$ cat src/hdl/subscriber_mask_match_table_macros.svh
// Assertion macros shared by the subscriber match table modules.
`ifndef SUBSCRIBER_MASK_MATCH_TABLE_MACROS_SVH
`define SUBSCRIBER_MASK_MATCH_TABLE_MACROS_SVH

// Same-cycle implication, checked outside reset.
`define SMMT_ASSERT_IMPLY(label, clk, rst_n, ante, cons, msg) \
	label: assert property (@(posedge clk) disable iff (!rst_n) (ante) |-> (cons)) \
		else $error(msg);

// Next-cycle implication, checked outside reset.
`define SMMT_ASSERT_NEXT(label, clk, rst_n, ante, cons, msg) \
	label: assert property (@(posedge clk) disable iff (!rst_n) (ante) |=> (cons)) \
		else $error(msg);

`endif

$ cat src/hdl/smmt_pkg.sv
// Shared types, codes and defaults of the subscriber match table.
package smmt_pkg;

	localparam int SLOTS_DEF     = 16;
	localparam int ID_BITS_DEF   = 8;
	localparam int MASK_BITS_DEF = 32;

	localparam int CMD_W       = 2;
	localparam int STATUS_W    = 2;
	localparam int COUNT_OUT_W = 5;
	localparam int TAG_W       = 8;
	localparam int CFG_IDX_W   = 2;
	localparam int CFG_DATA_W  = 8;
	localparam int MAX_SUBS_W  = 5;
	localparam int MAX_SUBS_RST = (SLOTS_DEF < 16) ? SLOTS_DEF : 16;

	typedef enum logic [CMD_W-1:0] {
		CMD_SUBSCRIBE   = 2'd0,
		CMD_UNSUBSCRIBE = 2'd1,
		CMD_PUBLISH     = 2'd2,
		CMD_NOP         = 2'd3
	} smmt_op_t;

	typedef enum logic [STATUS_W-1:0] {
		RES_OK        = 2'd0,
		RES_ALREADY   = 2'd1,
		RES_REJECT    = 2'd2,
		RES_NOT_FOUND = 2'd3
	} smmt_res_t;

	typedef enum logic [CFG_IDX_W-1:0] {
		CFG_ENABLED    = 2'd0,
		CFG_MAX_SUBS   = 2'd1,
		CFG_MESSAGE_ID = 2'd2,
		CFG_UNUSED     = 2'd3
	} smmt_cfg_idx_t;

	localparam logic KIND_DONE     = 1'b0;
	localparam logic KIND_DELIVERY = 1'b1;

	// Commands from the controller to the datapath.
	typedef struct packed {
		logic load;
		logic scan;
		logic finish;
	} smmt_cmd_t;

	// Status from the datapath to the controller.
	typedef struct packed {
		logic early;
		logic scan_last;
	} smmt_stat_t;

endpackage

$ cat src/hdl/smmt_ram.sv
// Generic simple dual-port RAM with registered read data.
module smmt_ram #(
	parameter int WIDTH = 8,
	parameter int DEPTH = 16
) (
	input  logic                                      clk,
	input  logic                                      wr_en,
	input  logic [((DEPTH > 1) ? $clog2(DEPTH) : 1)-1:0] wr_addr,
	input  logic [WIDTH-1:0]                          wr_data,
	input  logic                                      rd_en,
	input  logic [((DEPTH > 1) ? $clog2(DEPTH) : 1)-1:0] rd_addr,
	output logic [WIDTH-1:0]                          rd_data
);

	logic [WIDTH-1:0] mem_q [DEPTH];
	logic [WIDTH-1:0] rd_data_q;

	always_ff @(posedge clk) begin
		if (wr_en) begin
			mem_q[wr_addr] <= wr_data;
		end
		if (rd_en) begin
			rd_data_q <= mem_q[rd_addr];
		end
	end

	assign rd_data = rd_data_q;

endmodule

$ cat src/hdl/smmt_ctrl.sv
// Controller state machine that sequences one command through the table scan.
`include "subscriber_mask_match_table_macros.svh"

module smmt_ctrl (
	input  logic                 clk,
	input  logic                 arst_n,
	input  logic                 start,
	input  smmt_pkg::smmt_stat_t stat,
	output smmt_pkg::smmt_cmd_t  cmd,
	output logic                 busy
);

	typedef enum logic [3:0] {
		S_IDLE  = 4'b0001,
		S_SCAN  = 4'b0010,
		S_FLUSH = 4'b0100,
		S_DONE  = 4'b1000
	} state_t;

	state_t state_q;
	state_t state_d;

	always_comb begin
		state_d    = state_q;
		cmd.load   = 1'b0;
		cmd.scan   = 1'b0;
		cmd.finish = 1'b0;
		unique case (state_q)
			S_IDLE: begin
				if (start) begin
					cmd.load = 1'b1;
					state_d  = stat.early ? S_DONE : S_SCAN;
				end
			end
			S_SCAN: begin
				cmd.scan = 1'b1;
				if (stat.scan_last) begin
					state_d = S_FLUSH;
				end
			end
			S_FLUSH: begin
				// The last slot read lands in the datapath in this cycle.
				state_d = S_DONE;
			end
			S_DONE: begin
				cmd.finish = 1'b1;
				state_d    = S_IDLE;
			end
			default: begin
				state_d = S_IDLE;
			end
		endcase
	end

	always_ff @(posedge clk or negedge arst_n) begin
		if (!arst_n) begin
			state_q <= S_IDLE;
		end else begin
			state_q <= state_d;
		end
	end

	assign busy = (state_q != S_IDLE);

	`SMMT_ASSERT_NEXT(a_load_leaves_idle, clk, arst_n, cmd.load, state_q != S_IDLE, "accepted command did not leave idle")
	`SMMT_ASSERT_NEXT(a_flush_to_done, clk, arst_n, state_q == S_FLUSH, state_q == S_DONE, "flush not followed by done")
	`SMMT_ASSERT_NEXT(a_done_to_idle, clk, arst_n, state_q == S_DONE, state_q == S_IDLE, "done not followed by idle")

endmodule

$ cat src/hdl/smmt_dp.sv
// Datapath: slot storage, scan pipeline, table update and result register.
`include "subscriber_mask_match_table_macros.svh"

module smmt_dp #(
	parameter int SLOTS     = smmt_pkg::SLOTS_DEF,
	parameter int ID_BITS   = smmt_pkg::ID_BITS_DEF,
	parameter int MASK_BITS = smmt_pkg::MASK_BITS_DEF
) (
	input  logic                                   clk,
	input  logic                                   arst_n,
	input  smmt_pkg::smmt_cmd_t                    cmd,
	output smmt_pkg::smmt_stat_t                   stat,
	input  logic [smmt_pkg::CMD_W-1:0]             command,
	input  logic [ID_BITS-1:0]                     subscriber_id,
	input  logic [MASK_BITS-1:0]                   match_mask,
	input  logic                                   has_handler,
	input  logic                                   enabled,
	input  logic [$clog2(SLOTS+1)-1:0]             lim,
	input  logic [smmt_pkg::TAG_W-1:0]             message_id,
	input  logic                                   clear,
	output logic                                   result_valid,
	output logic                                   kind,
	output logic [ID_BITS-1:0]                     target_id,
	output logic [smmt_pkg::TAG_W-1:0]             message_tag,
	output logic [smmt_pkg::STATUS_W-1:0]          status,
	output logic [smmt_pkg::COUNT_OUT_W-1:0]       match_count,
	output logic                                   last
);

	localparam int AW = (SLOTS > 1) ? $clog2(SLOTS) : 1;
	localparam int CW = $clog2(SLOTS + 1);
	localparam int RW = ID_BITS + MASK_BITS;

	// Latched command.
	smmt_pkg::smmt_op_t  op_q;
	logic [ID_BITS-1:0]   id_q;
	logic [MASK_BITS-1:0] mask_q;
	logic                 early_q;
	smmt_pkg::smmt_res_t  early_res_q;

	// Scan pointer and the probe stage behind the RAM read.
	logic [AW-1:0] addr_q;
	logic          probe_s1;
	logic [AW-1:0] idx_s1;

	// Scan findings.
	logic          found_q;
	logic [AW-1:0] found_idx_q;
	logic          empty_q;
	logic [AW-1:0] empty_idx_q;
	logic [CW-1:0] hits_q;

	// Table occupancy; a slot that is not valid reads as empty.
	logic [SLOTS-1:0] valid_q;
	logic [CW-1:0]    count_q;

	// Result register.
	logic                               res_valid_q;
	logic                               kind_q;
	logic [ID_BITS-1:0]                 target_q;
	logic [smmt_pkg::TAG_W-1:0]         tag_q;
	smmt_pkg::smmt_res_t                status_q;
	logic [smmt_pkg::COUNT_OUT_W-1:0]   count_out_q;
	logic                               last_q;

	smmt_pkg::smmt_op_t  op_in;
	logic                early;
	smmt_pkg::smmt_res_t early_res;
	smmt_pkg::smmt_res_t res_final;
	logic [RW-1:0]       rd_data;
	logic [ID_BITS-1:0]  rd_owner;
	logic [MASK_BITS-1:0] rd_mask;
	logic                vld_s1;
	logic [ID_BITS-1:0]  owner_s1;
	logic                id_hit;
	logic                deliver;
	logic                commit_sub;
	logic                commit_unsub;

	assign op_in = smmt_pkg::smmt_op_t'(command);

	// Commands that are settled without a scan.
	always_comb begin
		early     = 1'b0;
		early_res = smmt_pkg::RES_REJECT;
		if (!enabled) begin
			early = 1'b1;
		end else begin
			unique case (op_in)
				smmt_pkg::CMD_SUBSCRIBE: begin
					early = (count_q >= lim) || !has_handler;
				end
				smmt_pkg::CMD_UNSUBSCRIBE: begin
					early     = (subscriber_id == '0) || (count_q == '0);
					early_res = smmt_pkg::RES_NOT_FOUND;
				end
				smmt_pkg::CMD_PUBLISH: begin
					early = (count_q == '0);
				end
				default: begin
					early = 1'b1;
				end
			endcase
		end
	end

	assign stat.early     = early;
	assign stat.scan_last = (CW'(addr_q) == (lim - CW'(1)));

	smmt_ram #(
		.WIDTH(RW),
		.DEPTH(SLOTS)
	) u_slot_ram (
		.clk    (clk),
		.wr_en  (commit_sub),
		.wr_addr(empty_idx_q),
		.wr_data({id_q, mask_q}),
		.rd_en  (cmd.scan),
		.rd_addr(addr_q),
		.rd_data(rd_data)
	);

	assign rd_owner = rd_data[RW-1:MASK_BITS];
	assign rd_mask  = rd_data[MASK_BITS-1:0];
	assign vld_s1   = valid_q[idx_s1];
	assign owner_s1 = vld_s1 ? rd_owner : '0;
	// An id of zero hits an empty slot, as the empty marker does.
	assign id_hit   = (owner_s1 == id_q);
	assign deliver  = probe_s1 && (op_q == smmt_pkg::CMD_PUBLISH) && vld_s1
		&& ((rd_mask & mask_q) != '0);

	assign commit_sub = cmd.finish && !early_q && (op_q == smmt_pkg::CMD_SUBSCRIBE)
		&& !found_q && empty_q;
	assign commit_unsub = cmd.finish && !early_q && (op_q == smmt_pkg::CMD_UNSUBSCRIBE)
		&& found_q;

	always_comb begin
		if (early_q) begin
			res_final = early_res_q;
		end else begin
			unique case (op_q)
				smmt_pkg::CMD_SUBSCRIBE: begin
					res_final = found_q ? smmt_pkg::RES_ALREADY
						: (empty_q ? smmt_pkg::RES_OK : smmt_pkg::RES_REJECT);
				end
				smmt_pkg::CMD_UNSUBSCRIBE: begin
					res_final = found_q ? smmt_pkg::RES_OK : smmt_pkg::RES_NOT_FOUND;
				end
				smmt_pkg::CMD_PUBLISH: begin
					res_final = smmt_pkg::RES_OK;
				end
				default: begin
					res_final = smmt_pkg::RES_REJECT;
				end
			endcase
		end
	end

	// Command payload.
	always_ff @(posedge clk) begin
		if (cmd.load) begin
			op_q        <= op_in;
			id_q        <= subscriber_id;
			mask_q      <= match_mask;
			early_res_q <= early_res;
		end
		idx_s1 <= addr_q;
		if (probe_s1 && id_hit && !found_q) begin
			found_idx_q <= idx_s1;
		end
		if (probe_s1 && !vld_s1 && !empty_q) begin
			empty_idx_q <= idx_s1;
		end
	end

	// Scan control and findings.
	always_ff @(posedge clk or negedge arst_n) begin
		if (!arst_n) begin
			addr_q   <= '0;
			probe_s1 <= 1'b0;
			early_q  <= 1'b0;
			found_q  <= 1'b0;
			empty_q  <= 1'b0;
			hits_q   <= '0;
		end else begin
			probe_s1 <= cmd.scan;
			if (cmd.load) begin
				addr_q  <= '0;
				early_q <= early;
				found_q <= 1'b0;
				empty_q <= 1'b0;
				hits_q  <= '0;
			end else begin
				if (cmd.scan) begin
					addr_q <= addr_q + AW'(1);
				end
				if (probe_s1 && id_hit) begin
					found_q <= 1'b1;
				end
				if (probe_s1 && !vld_s1) begin
					empty_q <= 1'b1;
				end
				if (deliver) begin
					hits_q <= hits_q + CW'(1);
				end
			end
		end
	end

	// Occupancy.
	always_ff @(posedge clk or negedge arst_n) begin
		if (!arst_n) begin
			valid_q <= '0;
			count_q <= '0;
		end else if (clear) begin
			valid_q <= '0;
			count_q <= '0;
		end else if (commit_sub) begin
			valid_q[empty_idx_q] <= 1'b1;
			count_q              <= count_q + CW'(1);
		end else if (commit_unsub) begin
			valid_q[found_idx_q] <= 1'b0;
			count_q              <= count_q - CW'(1);
		end
	end

	// Result register: deliveries during the scan, the done word at finish.
	always_ff @(posedge clk or negedge arst_n) begin
		if (!arst_n) begin
			res_valid_q <= 1'b0;
		end else begin
			res_valid_q <= deliver || cmd.finish;
		end
	end

	always_ff @(posedge clk) begin
		if (deliver) begin
			kind_q      <= smmt_pkg::KIND_DELIVERY;
			target_q    <= owner_s1;
			tag_q       <= message_id;
			status_q    <= smmt_pkg::RES_OK;
			count_out_q <= '0;
			last_q      <= 1'b0;
		end else if (cmd.finish) begin
			kind_q      <= smmt_pkg::KIND_DONE;
			target_q    <= '0;
			tag_q       <= '0;
			status_q    <= res_final;
			count_out_q <= (!early_q && (op_q == smmt_pkg::CMD_PUBLISH))
				? smmt_pkg::COUNT_OUT_W'(hits_q) : '0;
			last_q      <= 1'b1;
		end
	end

	assign result_valid = res_valid_q;
	assign kind         = kind_q;
	assign target_id    = target_q;
	assign message_tag  = tag_q;
	assign status       = status_q;
	assign match_count  = count_out_q;
	assign last         = last_q;

	`SMMT_ASSERT_IMPLY(a_count_tracks_valid, clk, arst_n, 1'b1, $countones(valid_q) == int'(count_q), "occupancy count differs from valid slots")
	`SMMT_ASSERT_IMPLY(a_count_within_limit, clk, arst_n, 1'b1, count_q <= lim, "occupancy count above the slot limit")
	`SMMT_ASSERT_NEXT(a_finish_gives_last, clk, arst_n, cmd.finish, res_valid_q && last_q, "finish without a final result word")

endmodule

$ cat src/hdl/subscriber_mask_match_table.sv
// Top level of the subscriber match table: configuration registers and the two halves.
//
// Usage.
// A command word (command, subscriber_id, match_mask, has_handler) is taken at a
// clock edge with start high and busy low. Subscribe, unsubscribe and publish each
// end in one done word with last set; a publish first sends one delivery word for
// every occupied slot whose mask shares a bit with the published mask, in slot order.
// Every result word is shown for exactly one cycle with result_valid high; the
// receiver cannot hold it off, so no word is ever stalled or dropped.
// Sequence. A command that is settled at once (table disabled, unknown command,
// full table, no handler, id zero on unsubscribe, empty table) skips the scan: it
// goes from idle to the done state, which loads its done word into the result
// register. Any other command reads the slot memory through its single read port,
// one slot per cycle over the active slots (max_subscribers clamped to 1..SLOTS),
// then passes the flush and done states, with busy high until it is back in idle.
// Deliveries appear as the scan goes on, ahead of the done word.
// Configuration goes over cfg_valid/cfg_ready with cfg_index and cfg_data; it is
// taken only while busy and start are both low. Writing enabled to zero or writing
// max_subscribers empties the table at once. Reset empties the table, disables it,
// sets max_subscribers to its default and message_id to zero.
module subscriber_mask_match_table #(
	parameter int SLOTS     = smmt_pkg::SLOTS_DEF,
	parameter int ID_BITS   = smmt_pkg::ID_BITS_DEF,
	parameter int MASK_BITS = smmt_pkg::MASK_BITS_DEF
) (
	input  logic                                 clk,
	input  logic                                 arst_n,
	input  logic                                 start,
	output logic                                 busy,
	input  logic [smmt_pkg::CMD_W-1:0]           command,
	input  logic [ID_BITS-1:0]                   subscriber_id,
	input  logic [MASK_BITS-1:0]                 match_mask,
	input  logic                                 has_handler,
	output logic                                 result_valid,
	output logic                                 kind,
	output logic [ID_BITS-1:0]                   target_id,
	output logic [smmt_pkg::TAG_W-1:0]           message_tag,
	output logic [smmt_pkg::STATUS_W-1:0]        status,
	output logic [smmt_pkg::COUNT_OUT_W-1:0]     match_count,
	output logic                                 last,
	input  logic                                 cfg_valid,
	output logic                                 cfg_ready,
	input  logic [smmt_pkg::CFG_IDX_W-1:0]       cfg_index,
	input  logic [smmt_pkg::CFG_DATA_W-1:0]      cfg_data
);

	localparam int CW = $clog2(SLOTS + 1);
	// Wide enough for both the slot count and the raw register value.
	localparam int LW = (CW > smmt_pkg::MAX_SUBS_W) ? CW : smmt_pkg::MAX_SUBS_W;
	localparam int MAX_RST = (SLOTS < 16) ? SLOTS : 16;

	logic                             enabled_q;
	logic [smmt_pkg::MAX_SUBS_W-1:0]  max_subs_q;
	logic [smmt_pkg::TAG_W-1:0]       message_id_q;

	logic                    cfg_we;
	logic                    clear;
	logic [LW-1:0]           max_ext;
	logic [CW-1:0]           lim;
	smmt_pkg::smmt_cfg_idx_t cfg_sel;
	smmt_pkg::smmt_cmd_t     cmd;
	smmt_pkg::smmt_stat_t    stat;

	// Configuration writes are only taken between commands, and never at the
	// edge that takes a new command word.
	assign cfg_ready = !busy && !start;
	assign cfg_we    = cfg_valid && cfg_ready;
	assign cfg_sel   = smmt_pkg::smmt_cfg_idx_t'(cfg_index);

	// Disabling the table or changing its size empties every slot.
	assign clear = cfg_we && (((cfg_sel == smmt_pkg::CFG_ENABLED) && !cfg_data[0])
		|| (cfg_sel == smmt_pkg::CFG_MAX_SUBS));

	always_ff @(posedge clk or negedge arst_n) begin
		if (!arst_n) begin
			enabled_q    <= 1'b0;
			max_subs_q   <= smmt_pkg::MAX_SUBS_W'(MAX_RST);
			message_id_q <= '0;
		end else if (cfg_we) begin
			unique case (cfg_sel)
				smmt_pkg::CFG_ENABLED: begin
					enabled_q <= cfg_data[0];
				end
				smmt_pkg::CFG_MAX_SUBS: begin
					max_subs_q <= cfg_data[smmt_pkg::MAX_SUBS_W-1:0];
				end
				smmt_pkg::CFG_MESSAGE_ID: begin
					message_id_q <= cfg_data[smmt_pkg::TAG_W-1:0];
				end
				default: begin
					// Indexes past the register list are ignored.
				end
			endcase
		end
	end

	// Active slot count: zero reads as one, anything above SLOTS reads as SLOTS.
	assign max_ext = LW'(max_subs_q);
	always_comb begin
		if (max_subs_q == '0) begin
			lim = CW'(1);
		end else if (max_ext > LW'(SLOTS)) begin
			lim = CW'(SLOTS);
		end else begin
			lim = CW'(max_ext);
		end
	end

	smmt_ctrl u_ctrl (
		.clk   (clk),
		.arst_n(arst_n),
		.start (start),
		.stat  (stat),
		.cmd   (cmd),
		.busy  (busy)
	);

	smmt_dp #(
		.SLOTS    (SLOTS),
		.ID_BITS  (ID_BITS),
		.MASK_BITS(MASK_BITS)
	) u_dp (
		.clk          (clk),
		.arst_n       (arst_n),
		.cmd          (cmd),
		.stat         (stat),
		.command      (command),
		.subscriber_id(subscriber_id),
		.match_mask   (match_mask),
		.has_handler  (has_handler),
		.enabled      (enabled_q),
		.lim          (lim),
		.message_id   (message_id_q),
		.clear        (clear),
		.result_valid (result_valid),
		.kind         (kind),
		.target_id    (target_id),
		.message_tag  (message_tag),
		.status       (status),
		.match_count  (match_count),
		.last         (last)
	);

endmodule

$ cat config.mk
export PLATFORM = sky130hd
export DESIGN_NAME = subscriber_mask_match_table
export DESIGN_NICKNAME = d
export VERILOG_FILES = /design/src/hdl/smmt_pkg.sv /design/src/hdl/smmt_ram.sv /design/src/hdl/smmt_ctrl.sv /design/src/hdl/smmt_dp.sv /design/src/hdl/subscriber_mask_match_table.sv
export VERILOG_INCLUDE_DIRS = /design/src /design/src/hdl
export SDC_FILE = /design/constraint.sdc
export NUM_CORES = 1
export LEC_CHECK = 0
export BUFFER_PORTS_ARGS = -buffer_cell sky130_fd_sc_hd__buf_2
export CORE_MARGIN = 5
export CORE_UTILIZATION = 25
export CTS_CLUSTER_DIAMETER = 100
export DETAILED_ROUTE_END_ITERATION = 12
export GPL_TIMING_DRIVEN = 0
export SYNTH_ARGS = -nofsm -noshare
export SYNTH_HDL_FRONTEND = slang
export SYNTH_SLANG_ARGS = --single-unit
$ cat constraint.sdc
create_clock -name clk -period 6.89 [get_ports clk]
set_input_delay 1.0335 -clock clk [delete_from_list [all_inputs] [get_ports clk]]
set_output_delay 1.0335 -clock clk [all_outputs]
set_load 0.02 [all_outputs]
==> flow_metrics.tcl, run 1 <==
set metrics [dict create \
    synth_edf_count 747 \
    drc 0 \
    hold_end "u_dp.idx_s1[2]" \
    drive_gt1_frac 0.294 \
    drtPass1Iterations 5 \
    fin_crit_sh 0.573 \
    path_class "flop to flop" \
    first_iter_violations 1584 \
    gp_congestion 0.773 \
    yosysSeqAreaShare 0.774 \
    skew_ns 0.0356 \
    ys_warn_count 0 \
    worstHoldStart "u_dp.addr_q[2]" \
    fin_nets 1686 \
    grt_usage 0.111 \
    syn_area_sq_um 31000 \
    status "finished, final reports clean" \
    ir_drop_v 0.000234 \
    die_height_um 362 \
    syn_avg_cell_area_sq_um 22.0 \
    die-area_sq_um 131000 \
    final_antenna_net_count 0 \
    syn2layout_area_growth_pct 19.3 \
    reg2reg_to "u_dp.found_idx_q[2]" \
    worstSetupEndpointType "flop" \
    maxSlewViolCount 0 \
    synth_fp_nets 1480 \
    avgViaCountPerCell 4.54 \
    grt_pass1_vias 15600 \
    io_pins 85 \
    yosys.area.top_type_share 0.723 \
    hold_path_class "flop to flop" \
    grt_setup_unrepaired "no" \
    grt_pass1_wl_mm 107 \
    synth_area_leaders "edfxtp_1 72%, mux4_2 15%, dfrtp_1 4.1%" \
    wl_per_cell_um 22.3 \
    start_kind "flop" \
    worstRegToRegCells 8 \
    power_density_nw_per_um2 309 \
    pre_cts_ws_ns 2.55 \
    cts_resized 0 \
    nFillCells 11900 \
    setup-tns-final_ns 0 \
    hold_viol 0 \
    tightestPinTransition_ns 1.41 \
    grt_max_degree 54 \
    grt_overflow 0 \
    cts_tree "done" \
    cp.arrival_ns 4.19 \
    leakagePower_nw 11.5 \
    ys_seq_elements 813 \
    clockBufferDepth 3 \
    synth_common_cells "747 x edfxtp_1, 201 x mux4_2, 57 x nor2_1" \
    cts_setup_buffers 0 \
    required_ns 7.13 \
    antenna_found_initial 3 \
    layout_setup_ws_ns 2.94 \
    power_w 0.0114 \
    yosysMostFrequentCell "edfxtp_1" \
    setup_viol 0 \
    clkLatencyLatePin_ns 0.64 \
    ctsHoldBuffers 0 \
    max_freq_ghz 0.253 \
    drt-total-wl_mm 73.9 \
    synth.distinct_cells 68 \
    synthArstFlopShare 0.0652 \
    holdPathStages 0 \
    final.min_clock_period_ns 3.95 \
    drv_cap 0 \
    clkSinkCount 813 \
    ys.flop_type "edfxtp_1" \
    slew_headroom 0.0509 \
    rr_startpoint "u_dp.idx_s1[0]" \
    reg2reg_slack_ns 2.94 \
    synth_top_cell_by_area "edfxtp_1" \
    netlist_instances 1411 \
    start_util 0.251 \
    clk_pin_slew_ns 0.07 \
    worstPathMaxFanout 7 \
    hpwl_mm 47.7 \
    htreeDepth 3 \
    cts_buffers 76 \
    root_buffer "clkbuf_16" \
    core.rowCount 129 \
    via_count 15100 \
    dieWidth_um 362 \
    numPortBuffers 84 \
    core_sq_um 123000 \
]
-- sequential cells by signal (all words and copies together), names as in the netlist, 2 cells and up --
register	flops
u_dp.id_q	8
u_dp.found_idx_q	4
message_id_q	8
u_dp.target_id	8
u_dp.count_q	5
u_ctrl.state_q	4
u_dp.mask_q	32
u_dp.op_q	2
u_dp.match_count	5
u_dp.status	2
u_dp.u_slot_ram.rd_data	40
u_dp.idx_s1	4
u_dp.addr_q	4
max_ext	5
u_dp.u_slot_ram.mem_q	640
u_dp.message_tag	8
u_dp.valid_q	16
u_dp.empty_idx_q	4
u_dp.hits_q	5
-- per-layer routing --
| metal | GRT usage | vias up | part of all wire |
|---|---|---|---|
| li1 | - | 6330 | - |
| met1 | 0.157 | 8081 | 0.44 |
| met2 | 0.172 | 540 | 0.46 |
| met3 | 0.0255 | 102 | 0.075 |
| met4 | 0.0270 | 2 | 0.019 |
| met5 | 0 | - | 0.00018 |
-- per-stage QoR --
step | instances | utilization | hold WS, ns | instance area (sq um)
floorplan | 1411 | - | 0.345 | 31000
global placement | 3132 | 0.271 | 0.350 | 33500
detailed placement | 3176 | 0.280 | 0.357 | 34500
CTS | 3315 | 0.300 | 0.386 | 37000
global route | 3315 | 0.300 | 0.396 | 37000
finish | 3316 | 0.300 | 0.388 | 37000
-- critical path, stage by stage (launching register included) --
cell      delay (ns)
dfxtp_1         0.36
clkbuf_1        0.32
mux2i_1         0.24
nor2_1          0.06
o41ai_1         1.21
nand2_1         0.22
nor3_1          0.25
o211ai_1        0.16
nor4b_2         0.74
-- cell families after synthesis --
family | after synthesis | synth area share
AOI/OAI and AO/OA | 96 | 0.0221
and+or+nand+nor | 172 | 0.0302
buffers and inverters | 76 | 0.00987
xor gates and xnor gates | 16 | 0.00451
DFF | 813 | 0.774
muxes | 226 | 0.154
adders and majority gates | 12 | 0.00508
-- placed cells by master, fill, tap and decap left out, types with 13 or more instances in the layout --
master       n
dfrtp_1     51
buf_12      16
and2_1      17
nor2_1      45
buf_16      14
inv_1       19
clkbuf_16   76
mux4_2     201
mux2_2      13
clkinv_1    13
buf_1       18
a21oi_1     14
dfxtp_1     13
o21ai_0     14
buf_2       88
a22oi_1     23
clkbuf_1    50
nand2_1     24
edfxtp_1   747
-- where the power goes --
part           internal, W  total [W]  switching (W)
registers          0.00582    0.00618       0.000361
logic             0.000475    0.00102       0.000545
clock network      0.00241    0.00424        0.00182
-- cell type report --
class | count | area (sq um) | share of cell area
Tap cell | 1637 | 2050 | 0.0553
Clock buffer | 97 | 1990 | 0.0538
Buffer | 56 | 235 | 0.00635
Timing Repair Buffer | 128 | 1310 | 0.0353
Clock inverter | 42 | 502 | 0.0135
Inverter | 20 | 75.1 | 0.00203
Antenna cell | 1 | 2.50 | 0.0000676
Multi-Input combinational cell | 522 | 6850 | 0.185
Sequential cell | 813 | 24000 | 0.649
-- worst max path at each step --
stage | from | endpoint | slack, ns
after global placement | u_ctrl.state_q[2] | u_dp.u_slot_ram.mem_q[8][15] | -2.37
after CTS | u_dp.idx_s1[0] | u_dp.found_idx_q[2] | 2.52
final | u_dp.idx_s1[0] | u_dp.found_idx_q[2] | 2.94
after detailed placement | u_dp.idx_s1[0] | u_dp.found_idx_q[1] | 2.55
after global routing | u_dp.idx_s1[0] | u_dp.found_idx_q[3] | 2.80
after floorplan | u_ctrl.state_q[2] | u_dp.valid_q[4] | 1.84
Power figures use the tool's default switching activity.
==> run 2: changes to the inputs <==
==> constraint.sdc (replaced) <==
create_clock -name clk -period 4.1 [get_ports clk]
set_input_delay 0.615 -clock clk [delete_from_list [all_inputs] [get_ports clk]]
set_output_delay 0.615 -clock clk [all_outputs]
set_load 0.02 [all_outputs]
==> flow_metrics.tcl, run 2 (synthesis results as in run 1) <==
set metrics [dict create \
    io_pins 85 \
    hold_viol 0 \
    whs_ns 0.0419 \
    fin_cells 3309 \
    drv_cap 0 \
    diodes 0 \
    grt_overflow 0 \
    maxSlewViolCount 0 \
    dp_cells 3173 \
    leakagePower_nw 11.5 \
    reg2reg_slack_ns 0.42 \
    cts_tree "done" \
    largest_reg_flops 640 \
    skew_ns 0.0189 \
    drc 0 \
    hold_path_class "input pin to asynchronous set/reset pin" \
    start_util 0.251 \
    tightestPinTransition_ns 1.25 \
    combinationalPowerShare 0.091 \
    fin_crit_sh 0.897 \
    antenna_found_initial 3 \
    status "finished, final reports clean" \
    max_freq_ghz 0.272 \
    regMostFlops "u_dp.u_slot_ram.mem_q" \
    reg2reg_to "u_dp.u_slot_ram.mem_q[4][25]" \
    nFillCells 11800 \
    clkSinkCount 813 \
    power_w 0.0191 \
    fin_nets 1684 \
    wl_per_cell_um 22.7 \
    die_height_um 362 \
    path_class "flop to flop" \
    start_kind "flop" \
    numPortBuffers 84 \
    ir_drop_v 0.000318 \
    final_common_cell "edfxtp_1" \
    core_sq_um 123000 \
    syn2layout_area_growth_pct 19.5 \
    root_buffer "clkbuf_16" \
    final_antenna_net_count 0 \
    cp.arrival_ns 4.02 \
    final-seq-area_sq_um 24000 \
    via_count 15200 \
    die-area_sq_um 131000 \
    htreeDepth 3 \
    gp_congestion 0.761 \
    grt_max_degree 54 \
    worstSetupEndpointType "flop" \
    clk_pin_slew_ns 0.07 \
    final.min_clock_period_ns 3.68 \
    setup-tns-final_ns 0 \
    cts_buffers 76 \
    core.rowCount 129 \
    final_cell_mix "747 x edfxtp_1, 201 x mux4_2, 88 x buf_2, 80 x clkbuf_16, 51 x dfrtp_1" \
    slew_headroom 0.165 \
    clockPowerShare 0.364 \
    grt_pass1_vias 15800 \
    dieWidth_um 362 \
    p_sw_frac 0.238 \
    first_iter_violations 1585 \
    p_seq_frac 0.545 \
    grt_usage 0.112 \
    clockBufferDepth 3 \
    power.switching_w 0.00455 \
    rr_startpoint "u_ctrl.state_q[2]" \
    clkLatencyLatePin_ns 0.63 \
    required_ns 4.44 \
    drive_gt1_frac 0.295 \
    avgViaCountPerCell 4.60 \
    worstPathMaxFanout 12 \
    hpwl_mm 48.2 \
    p_int_w 0.0145 \
    power_density_nw_per_um2 514 \
    grt_pass1_wl_mm 109 \
    worstRegToRegCells 11 \
    setup_viol 0 \
    multi_input_area_sq_um 6870 \
    drtPass1Iterations 5 \
    grt_setup_unrepaired "no" \
    utilization 0.300 \
    drt-total-wl_mm 75.1 \
]
-- run 2: layout make-up --
cell class	instances	share of cell area
Sequential cell	813	0.647
Multi-Input combinational cell	522	0.185
Clock buffer	105	0.0581
Tap cell	1637	0.0552
Timing Repair Buffer	126	0.0382
Clock inverter	30	0.00749
Buffer	56	0.00637
Inverter	20	0.00202
-- run 2: timing repair --
action | in CTS | in global routing
gates resized for setup | 1 | 1
hold buffers | 0 | 0
pin swaps | 0 | 0
buffers inserted | 0 | 0
endpoints found under the setup margin | 4 | 4
-- run 2: how the worst max path moves through the flow --
| stage | startpoint | to | slack (ns) |
|---|---|---|---|
| after floorplan | u_ctrl.state_q[2] | u_dp.valid_q[1] | 0.09 |
| after global placement | u_ctrl.state_q[2] | u_dp.addr_q[3] | -2.86 |
| after detailed placement | u_dp.idx_s1[0] | u_dp.found_idx_q[0] | -0.15 |
| after CTS | u_dp.idx_s1[0] | u_dp.found_idx_q[3] | 0.23 |
| after global routing | u_ctrl.state_q[2] | u_dp.u_slot_ram.mem_q[8][10] | 0.30 |
| final | u_ctrl.state_q[2] | u_dp.u_slot_ram.mem_q[4][25] | 0.42 |
-- run 2: worst max-delay path: stages, from the launching register on --
cell	delay (ns)
dfrtp_1	0.38
buf_6	0.14
or4b_1	0.48
buf_6	0.16
nor3_4	0.16
nand3_2	0.28
nor2_1	0.18
nand2_1	0.26
nor3_4	0.67
buf_8	0.29
buf_16	0.19
buf_16	0.16
-- run 2: stage by stage --
| stage | instance area [sq um] | worst slack (ns) |
|---|---|---|
| floorplan | 31100 | 0.0913 |
| detailed placement | 34600 | -0.153 |
| finish | 37100 | 0.422 |
| CTS | 37100 | 0.234 |
| global placement | 33500 | -2.86 |
| global route | 37100 | 0.304 |
-- run 2: metal layers --
metal	vias up	part of all wire	GRT usage
li1	6345	-	-
met1	8116	0.44	0.158
met2	630	0.46	0.174
met3	124	0.081	0.0288
met4	0	0.022	0.0272
met5	-	0	0
-- run 2: power by group through the flow --
stage          Combinational [W]  Clock, W  Sequential, W
2_1_floorplan            0.00117         0         0.0104
3_3_place_gp             0.00168         0         0.0105
3_5_place_dp             0.00174         0         0.0106
4_1_cts                  0.00175   0.00710         0.0104
5_1_grt                  0.00190   0.00747         0.0105
6_report                 0.00173   0.00695         0.0104
==> run 3: changes to the inputs <==
--- a/config.mk
+++ b/config.mk
@@ -7,11 +7,15 @@
 export NUM_CORES = 1
 export LEC_CHECK = 0
 export BUFFER_PORTS_ARGS = -buffer_cell sky130_fd_sc_hd__buf_2
+export CELL_PAD_IN_SITES_DETAIL_PLACEMENT = 0
+export CELL_PAD_IN_SITES_GLOBAL_PLACEMENT = 1
 export CORE_MARGIN = 5
 export CORE_UTILIZATION = 25
 export CTS_CLUSTER_DIAMETER = 100
 export DETAILED_ROUTE_END_ITERATION = 12
+export GPL_ROUTABILITY_DRIVEN = 0
 export GPL_TIMING_DRIVEN = 0
+export PLACE_DENSITY_LB_ADDON = 0.1
 export SYNTH_ARGS = -nofsm -noshare
 export SYNTH_HDL_FRONTEND = slang
 export SYNTH_SLANG_ARGS = --single-unit
==> flow_metrics.tcl, run 3 (synthesis results as in run 1) <==
set metrics [dict create \
    status "finished, final reports clean" \
    diodes 0 \
    nFillCells 12000 \
    crit_buf_inv 4 \
    worstPathMaxFanout 16 \
    critical-path-top-delay-family "simple AND/OR/NAND/NOR gates" \
    dpl-instance-area_sq_um 34700 \
    syn2layout_area_growth_pct 21.6 \
    htreeDepth 3 \
    max_freq_ghz 0.265 \
    dieWidth_um 362 \
    root_buffer "clkbuf_16" \
    grt_max_degree 54 \
    regMostFlops "u_dp.u_slot_ram.mem_q" \
    setup_viol 0 \
    antenna_found_initial 1 \
    clockPowerShare 0.401 \
    combinationalPowerShare 0.088 \
    io_pins 85 \
    pre_cts_ws_ns 0.180 \
    ctsHoldBuffers 0 \
    via_count 14900 \
    cts_setup_buffers 0 \
    numPortBuffers 84 \
    clockBufferDepth 3 \
    drt-total-wl_mm 88.7 \
    hold_viol 0 \
    wl_per_cell_um 26.4 \
    leakagePower_nw 11.9 \
    tightestPinTransition_ns 1.33 \
    slew_headroom 0.113 \
    grt_usage 0.134 \
    avgViaCountPerCell 4.43 \
    grt_pass1_vias 16100 \
    start_kind "flop" \
    slowest_stage "nor2_4" \
    fin_area_sq_um 37700 \
    p_int_w 0.0154 \
    slowest_delay_ns 0.75 \
    final.min_clock_period_ns 3.77 \
    hold_path_class "input pin to asynchronous set/reset pin" \
    drv_cap 0 \
    drive_gt1_frac 0.310 \
    skew_ns 0.0288 \
    drtPass1Iterations 4 \
    drc 0 \
    core_sq_um 123000 \
    die-area_sq_um 131000 \
    required_ns 4.45 \
    largest_reg_flops 640 \
    cts_resized 0 \
    clkSinkCount 813 \
    p_sw_frac 0.246 \
    path_depth 9 \
    fin_crit_sh 0.919 \
    grt_pass1_wl_mm 125 \
    power.switching_w 0.00503 \
    cts_tree "done" \
    power_w 0.0204 \
    first_iter_violations 871 \
    clk_pin_slew_ns 0.06 \
    ir_drop_v 0.000320 \
    grt_setup_unrepaired "no" \
    clkLatencyLatePin_ns 0.67 \
    grt_overflow 0 \
    die_height_um 362 \
    cp.arrival_ns 4.12 \
    cp_cell_sequence "or4b_1 > buf_6 > nor3_4 > nand3_2 > inv_1 > nand3_1 > nor2_4 > buf_12 > buf_16" \
    start_util 0.251 \
    hpwl_mm 57.0 \
    path_class "flop to flop" \
    final_common_cell "edfxtp_1" \
    final_antenna_net_count 0 \
    maxSlewViolCount 0 \
    fin_cells 3360 \
    worstSetupEndpointType "flop" \
    p_seq_frac 0.511 \
    cts_buffers 94 \
    whs_ns 0.0198 \
    final_cell_mix "747 x edfxtp_1, 201 x mux4_2, 96 x clkbuf_16, 90 x buf_2, 51 x dfrtp_1" \
    fin_nets 1713 \
    power_density_nw_per_um2 541 \
    core.rowCount 129 \
    worstRegToRegCells 9 \
    dp_cells 3181 \
    layout_setup_ws_ns 0.333 \
]
## run 3: changes by cell type in the layout (fill, tap and decap cells not counted), moves of 4 or more
cell       delta
clkinv_1     +12
clkinv_2     +11
buf_12       +14
buf_8         +4
clkbuf_16    +16
clkbuf_8      -4
buf_16       -11
## run 3: through the flow
stage,setup TNS (ns),utilization
after global placement,-2398.31,0.271
after CTS,0,0.305
after global routing,0,0.306
final,0,0.306
after floorplan,0,-
after detailed placement,0,0.281
## run 3: layout make-up
cell class | instances | area [sq um] | share of cell area
clock inverter | 59 | 522 | 0.0138
buffer | 56 | 240 | 0.00636
timing repair buffer | 137 | 1490 | 0.0394
multi-input combinational | 522 | 6860 | 0.182
tap | 1637 | 2050 | 0.0543
inverter | 20 | 75.1 | 0.00199
sequential | 813 | 24000 | 0.636
clock buffer | 116 | 2500 | 0.0662
## run 3: path summary, 6_finish.rpt
check	slack, ns	endpoint	startpoint
worst min register to register	0.37	u_dp.idx_s1[2]	u_dp.addr_q[2]
min in group clk	0.12	u_dp.mask_q[17]	match_mask[17]
max in group asynchronous	3.52	u_dp.valid_q[6]	arst_n
worst min-delay path	0.02	message_id_q[6]	arst_n
worst max-delay path	0.33	u_dp.u_slot_ram.mem_q[14][23]	u_ctrl.state_q[1]
worst max register to register	0.33	u_dp.u_slot_ram.mem_q[14][23]	u_ctrl.state_q[1]
## run 3: per-layer routing
metal,global-route usage,vias to the layer above,wire length [um]
li1,-,6408,-
met3,0.0227,124,2980
met1,0.179,8081,39400
met4,0.0338,0,2030
met2,0.229,287,44300
met5,0,-,0
## run 3: power by group through the flow
stage	sequential, W	clock (W)	combinational, W
6_report	0.0104	0.00819	0.00180
5_1_grt	0.0105	0.00884	0.00199
4_1_cts	0.0104	0.00849	0.00185
3_5_place_dp	0.0106	0	0.00184
3_3_place_gp	0.0106	0	0.00180
2_1_floorplan	0.0104	0	0.00117
